$ cat src/sv/fpcc_pkg.sv
// fpcc_pkg: shared constants and types for the first-person camera block
package fpcc_pkg;

	localparam int AngFull  = 92160;
	localparam int AngQuart = 23040;

	localparam logic [16:0] YAW_RST   = 17'd69120;
	localparam logic [15:0] SENS_RST  = 16'd3277;
	localparam logic [15:0] SPEED_RST = 16'd1280;
	localparam logic [14:0] LIM_RST   = 15'd22784;

	localparam logic [1:0] CFG_SENS  = 2'd0;
	localparam logic [1:0] CFG_SPEED = 2'd1;
	localparam logic [1:0] CFG_LIM   = 2'd2;

	localparam logic signed [31:0] C1 = 32'sd1686629713;
	localparam logic signed [31:0] C3 = 32'sd693598669;
	localparam logic signed [31:0] C5 = 32'sd85569306;
	localparam logic signed [31:0] C7 = 32'sd5026993;
	localparam logic signed [31:0] C9 = 32'sd172273;

	typedef struct packed {
		logic        go;
		logic [16:0] angle;
	} sc_req_t;

	typedef struct packed {
		logic               done;
		logic signed [15:0] value;
	} sc_rsp_t;

endpackage

$ cat src/sv/fpcc_sincos.sv
// fpcc_sincos: sequential quarter-wave sine unit, one multiply per cycle
module fpcc_sincos import fpcc_pkg::*; (
	input  logic    clk,
	input  logic    arst_n,
	input  sc_req_t req,
	output sc_rsp_t rsp
);

	localparam logic [2:0] ST_IDLE = 3'd0;
	localparam logic [2:0] ST_DIV  = 3'd1;
	localparam logic [2:0] ST_SQ   = 3'd2;
	localparam logic [2:0] ST_POLY = 3'd3;
	localparam logic [2:0] ST_LAST = 3'd4;
	localparam logic [2:0] ST_DONE = 3'd5;

	logic [2:0]         state_q;
	logic [1:0]         quad_q;
	logic [30:0]        rem_q;
	logic [30:0]        t_q;
	logic [4:0]         cnt_q;
	logic signed [31:0] u_q;
	logic signed [31:0] p_q;
	logic signed [15:0] res_q;

	logic [16:0]        a_mod;
	logic [1:0]         q_c;
	logic [14:0]        r_c;
	logic [14:0]        r_fold;
	logic signed [63:0] prod;
	logic signed [31:0] mul_a;
	logic signed [31:0] mul_b;
	logic signed [31:0] m30;
	logic signed [31:0] coef;
	logic signed [31:0] s_r;
	logic signed [15:0] s_cl;
	logic [31:0]        rem_sh;

	always_comb begin
		a_mod = req.angle;
		if (a_mod >= 17'(AngQuart * 3)) begin
			q_c = 2'd3;
			r_c = 15'(a_mod - 17'(AngQuart * 3));
		end else if (a_mod >= 17'(AngQuart * 2)) begin
			q_c = 2'd2;
			r_c = 15'(a_mod - 17'(AngQuart * 2));
		end else if (a_mod >= 17'(AngQuart)) begin
			q_c = 2'd1;
			r_c = 15'(a_mod - 17'(AngQuart));
		end else begin
			q_c = 2'd0;
			r_c = a_mod[14:0];
		end
		r_fold = q_c[0] ? 15'(15'(AngQuart) - r_c) : r_c;
	end

	always_comb begin
		unique case (state_q)
			ST_SQ: begin
				mul_a = $signed({1'b0, t_q});
				mul_b = $signed({1'b0, t_q});
			end
			ST_LAST: begin
				mul_a = p_q;
				mul_b = $signed({1'b0, t_q});
			end
			default: begin
				mul_a = p_q;
				mul_b = u_q;
			end
		endcase
		prod = 64'(mul_a) * 64'(mul_b);
		// truncate toward zero
		m30 = 32'((prod + (prod[63] ? 64'sd1073741823 : 64'sd0)) >>> 30);
		unique case (cnt_q[2:0])
			3'd0:    coef = -C7;
			3'd1:    coef = C5;
			3'd2:    coef = -C3;
			default: coef = C1;
		endcase
		s_r = (m30 + 32'sd32768) >>> 16;
		if (s_r < 0)
			s_cl = 16'sd0;
		else if (s_r > 32'sd16384)
			s_cl = 16'sd16384;
		else
			s_cl = 16'(s_r);
		rem_sh = {rem_q, 1'b0};
	end

	always_ff @(posedge clk or negedge arst_n) begin
		if (!arst_n) begin
			state_q <= ST_IDLE;
			cnt_q   <= '0;
		end else begin
			unique case (state_q)
				ST_IDLE: if (req.go) begin
					state_q <= ST_DIV;
					cnt_q   <= '0;
				end
				ST_DIV: begin
					if (cnt_q == 5'd30) state_q <= ST_SQ;
					cnt_q <= cnt_q + 5'd1;
				end
				ST_SQ: begin
					state_q <= ST_POLY;
					cnt_q   <= '0;
				end
				ST_POLY: begin
					if (cnt_q == 5'd3) state_q <= ST_LAST;
					cnt_q <= cnt_q + 5'd1;
				end
				ST_LAST: state_q <= ST_DONE;
				ST_DONE: state_q <= ST_IDLE;
				default: state_q <= ST_IDLE;
			endcase
		end
	end

	// restoring division of r * 2^30 by 23040, one quotient bit a cycle
	always_ff @(posedge clk) begin
		unique case (state_q)
			ST_IDLE: begin
				quad_q <= q_c;
				rem_q  <= 31'(r_fold);
				t_q    <= '0;
			end
			ST_DIV: begin
				if (cnt_q == 5'd0) begin
					// r <= 23040: r / 23040 gives leading quotient bit
					if (rem_q >= 31'(AngQuart)) begin
						t_q   <= 31'd1;
						rem_q <= rem_q - 31'(AngQuart);
					end else begin
						t_q <= '0;
					end
				end else if (rem_sh >= 32'(AngQuart)) begin
					t_q   <= {t_q[29:0], 1'b1};
					rem_q <= 31'(rem_sh - 32'(AngQuart));
				end else begin
					t_q   <= {t_q[29:0], 1'b0};
					rem_q <= 31'(rem_sh);
				end
			end
			ST_SQ: begin
				u_q <= m30;
				p_q <= C9;
			end
			ST_POLY: p_q <= coef + m30;
			ST_LAST: res_q <= quad_q[1] ? -s_cl : s_cl;
			default: ;
		endcase
	end

	assign rsp.done  = (state_q == ST_DONE);
	assign rsp.value = res_q;

`ifndef SYNTHESIS
	a_done_pulse: assert property (@(posedge clk) disable iff (!arst_n)
		rsp.done |=> !rsp.done) else $error("done held");
	a_range: assert property (@(posedge clk) disable iff (!arst_n)
		rsp.done |-> (rsp.value <= 16'sd16384 && rsp.value >= -16'sd16384))
		else $error("sine out of range");
	a_go_idle: assert property (@(posedge clk) disable iff (!arst_n)
		(state_q == ST_LAST) |=> (state_q == ST_DONE)) else $error("sequence slip");
`endif

endmodule

$ cat config.mk
export PLATFORM = sky130hd
export DESIGN_NAME = fpcc_sincos
export DESIGN_NICKNAME = d
export VERILOG_FILES = /design/src/sv/fpcc_pkg.sv /design/src/sv/fpcc_sincos.sv
export SDC_FILE = /design/constraint.sdc
export NUM_CORES = 2
export LEC_CHECK = 0
export BUFFER_PORTS_ARGS = -buffer_cell sky130_fd_sc_hd__buf_4
export CAP_MARGIN = 20
export CORE_ASPECT_RATIO = 1.25
export CORE_MARGIN = 4
export CORE_UTILIZATION = 50
export CTS_BUF_LIST = sky130_fd_sc_hd__clkbuf_4
export DETAILED_ROUTE_END_ITERATION = 6
export PLACE_DENSITY = 0.68
export SLEW_MARGIN = 25
export SYNTH_ARGS = -nofsm -noshare
export SYNTH_HDL_FRONTEND = slang
export SYNTH_SLANG_ARGS = --single-unit
$ cat constraint.sdc
create_clock -name clk -period 16.4 [get_ports clk]
set_clock_uncertainty 0.2 [all_clocks]
set_input_delay 2.46 -clock clk [delete_from_list [all_inputs] [get_ports clk]]
set_output_delay 2.46 -clock clk [all_outputs]
set_load 0.05 [all_outputs]
==> metrics.txt <==
status finished clean; worst reg2reg path endpoint res_q[8]$_DFFE_PP_; ratio of final minimum period to clock period between 90% and 100%; synthesized cell area between 40000 and 50000 µm²; Syn Inst Count between 5000 and 6000; Core Region between 90000 and 100000 µm²; RSZ-0062 raised after global routing true; reg2reg start state_q[2]$_DFFE_PN0P_; Slew @ Worst Pin 0.953 ns; fmax around 0.064 GHz; DR vias 38000; vias per inst ~5.7; vias in the first global route 40800; count leader, synth inv_1; Die Y ~350 µm; detailed placer's ending HPWL between 100000 and 150000 µm; port bufs 36; # Max-Cap Violations 0; EDFF count, synth around 140; Die Area just over 100000 µm²; Iter 0 DRT Violations 3012; clock buffer count from CTS 17; Yosys warning count 0; sequential area share after synthesis under 10%; Final nets around 6700; Final Hold Viols 0; Reg2Reg Depth between 50 and 60; top cells by count, synth inv_1, fa_1, nand2_1; Mapped Nets 6700; clock sink total 151; htree depth 4; worst skew pair latency 0.61 ns; Reg area 4500 µm²; final instance area 50900 µm²; hold slack 0.392 ns; Yosys top cell area share a little under half; DR WL/cell approximately 23 µm; layout cells sized above 1 under 10%; min Tclk post-route ~16 ns; fill count between 8000 and 9000; hold buffers post-CTS 0; WP buf/inv 5; total grt overflow 0; Yosys reg bits around 150; worst hold path class flip-flop to flip-flop; Worst Setup EP res_q[8]$_DFFE_PP_; cell row count 127; largest net degree at the start of global routing 66; fin util between 50 and 60%; cell taking the most area after synthesis fa_1; CP startpoint state_q[2]$_DFFE_PN0P_; placed cell area roughly 50000 µm²; Total GRT Usage between 30 and 40%; CTS Buffer Depth 2; I/O pins 37; Async SR Flop Fraction ~5.3%; CP max FO 12; overall die width between 200 and 300 µm; critical path's top delay family adder cells; Startpoint Class flip-flop; first-pass GRT wire length 239000 µm; final setup fails 0; # DRC 0; CP endpoint kind flip-flop; TritonCTS clock tree done; Max stage delay on crit path roughly 0.58 ns; Final ANT Viol Nets 0; Layout Area Growth over Synthesis 5.73%; crit-path most repeated cell fa_1; top post-synthesis cells by area fa_1, edfxtp_1, inv_1, ha_1, nand2_1; initial core utilization ~50%; routed wire length 155000 µm; Pre-antenna DRT Iters 5; Slew HR between 30% and 40%; initial antenna violation count 3; area of the multi-input gates 38800 µm²; FF-to-FF setup slack between 0.7 and 0.8 ns; CP Depth between 50 and 60; Syn Area/Cell 9.00 µm²; Most used DFF post-synth edfxtp_1; critical path required time between 15 and 20 ns; CTS clk-pin slew, worst paths ~0.17 ns; clock root buffer clkbuf_4; max-slew violations 0; Synth cell types ~100; CP Class flip-flop to flip-flop; critical path's slowest cell fa_1; RePlAce Congestion approximately 0.99; CP arrival between 15 and 20 ns
-- worst min-delay path by stage --
stage          cells after the start                  to               start
3_5_place_dp                       2  rem_q[8]$_DFFE_PP_  rem_q[7]$_DFFE_PP_
2_1_floorplan                      2  rem_q[3]$_DFFE_PP_  rem_q[2]$_DFFE_PP_
4_1_cts                            2  rem_q[8]$_DFFE_PP_  rem_q[7]$_DFFE_PP_
6_report                           2  rem_q[8]$_DFFE_PP_  rem_q[7]$_DFFE_PP_
3_3_place_gp                       2  rem_q[8]$_DFFE_PP_  rem_q[7]$_DFFE_PP_
5_1_grt                            2  rem_q[6]$_DFFE_PP_  rem_q[5]$_DFFE_PP_
-- registers in the layout, summed over array words and instances (netlist names) --
register / cells
cnt_q: 5
p_q: 32
quad_q: 1
rem_q: 31
res_q: 16
state_q: 3
t_q: 31
u_q: 32
-- kinds of logic (layout without fill, tap and decap cells) --
group                    count (synthesis)  after routing  synth area share (%)
adder cells (fa/ha/maj)               1333           1333                  51.5
other                                    0              2                     0
buffers and inverters                 1349           1335                  10.6
AO/OA/AOI/OAI                          491            491                  6.88
AND/OR/NAND/NOR                       1728           1728                  15.7
XOR/XNOR                               161            161                  3.01
multiplexers                           136            136                  3.00
flip-flops                             151            151                  9.33
-- per-stage QoR --
step | cells | setup TNS (ns) | setup slack, ns
after floorplan | 5349 | 0 | 0.107
after global placement | 6587 | 0 | 0.348
after detailed placement | 6587 | 0 | 0.189
after CTS | 6619 | 0 | 0.0717
after global routing | 6626 | -0.581 | -0.123
final | 6627 | 0 | 0.774
-- final cells by class --
cell class | instances | area share (%)
clock buffers | 17 | 0.251
diodes | 2 | 0.00983
clock inverters | 15 | 0.265
well taps | 1290 | 3.17
multi-input cells | 3849 | 76.3
repair buffers | 193 | 3.00
inverters | 1110 | 8.19
flip-flops and latches | 151 | 8.83
-- timing repair --
action / 4_1_cts / 5_1_grt
buffers inserted: 0 / 6
setup endpoints to repair: 0 / 35
hold endpoints to repair: 0 / 0
resized for setup: 0 / 45
-- tightest hold or removal path, delay by kind of cell, from the launching register on --
family	cells	cell delay, ns
AO/OA/AOI/OAI	1	0.06
flip-flops	1	0.38
AND/OR/NAND/NOR	1	0.05
-- cell usage in the layout, fill, tap and decap left out, drive strengths merged, types with 8 or more instances in the layout --
master	synthesis	final
xnor2	116	116
mux2i	69	69
xor2	45	45
and3	49	49
nand2	761	761
a31oi	23	23
nor2	579	579
o211ai	21	21
edfxtp	143	143
a21oi	127	127
and4	8	8
and2	27	27
mux2	67	67
or4	10	10
or3	31	31
nor3	63	63
nand3	58	58
a211oi	27	27
nor3b	8	8
nor4b	9	9
nand2b	22	22
dfrtp	8	8
ha	248	248
clkbuf	213	17
nor4	24	24
or2	20	20
fa	1083	1083
nor2b	19	19
a21o	35	35
buf	26	193
o21bai	9	9
inv	1109	1117
o21ai	111	111
nand4	23	23
o21a	21	21
o31ai	11	11
-- layer usage --
layer / track usage, % / share of wire [%]
met5: 0 / 0
met4: 19.7 / 8.3
met3: 3.84 / 7.4
met2: 52.4 / 48
met1: 38.4 / 36
Power is not shown: default switching activity piles up to over one toggle a cycle in this logic, so the estimate is an artifact.
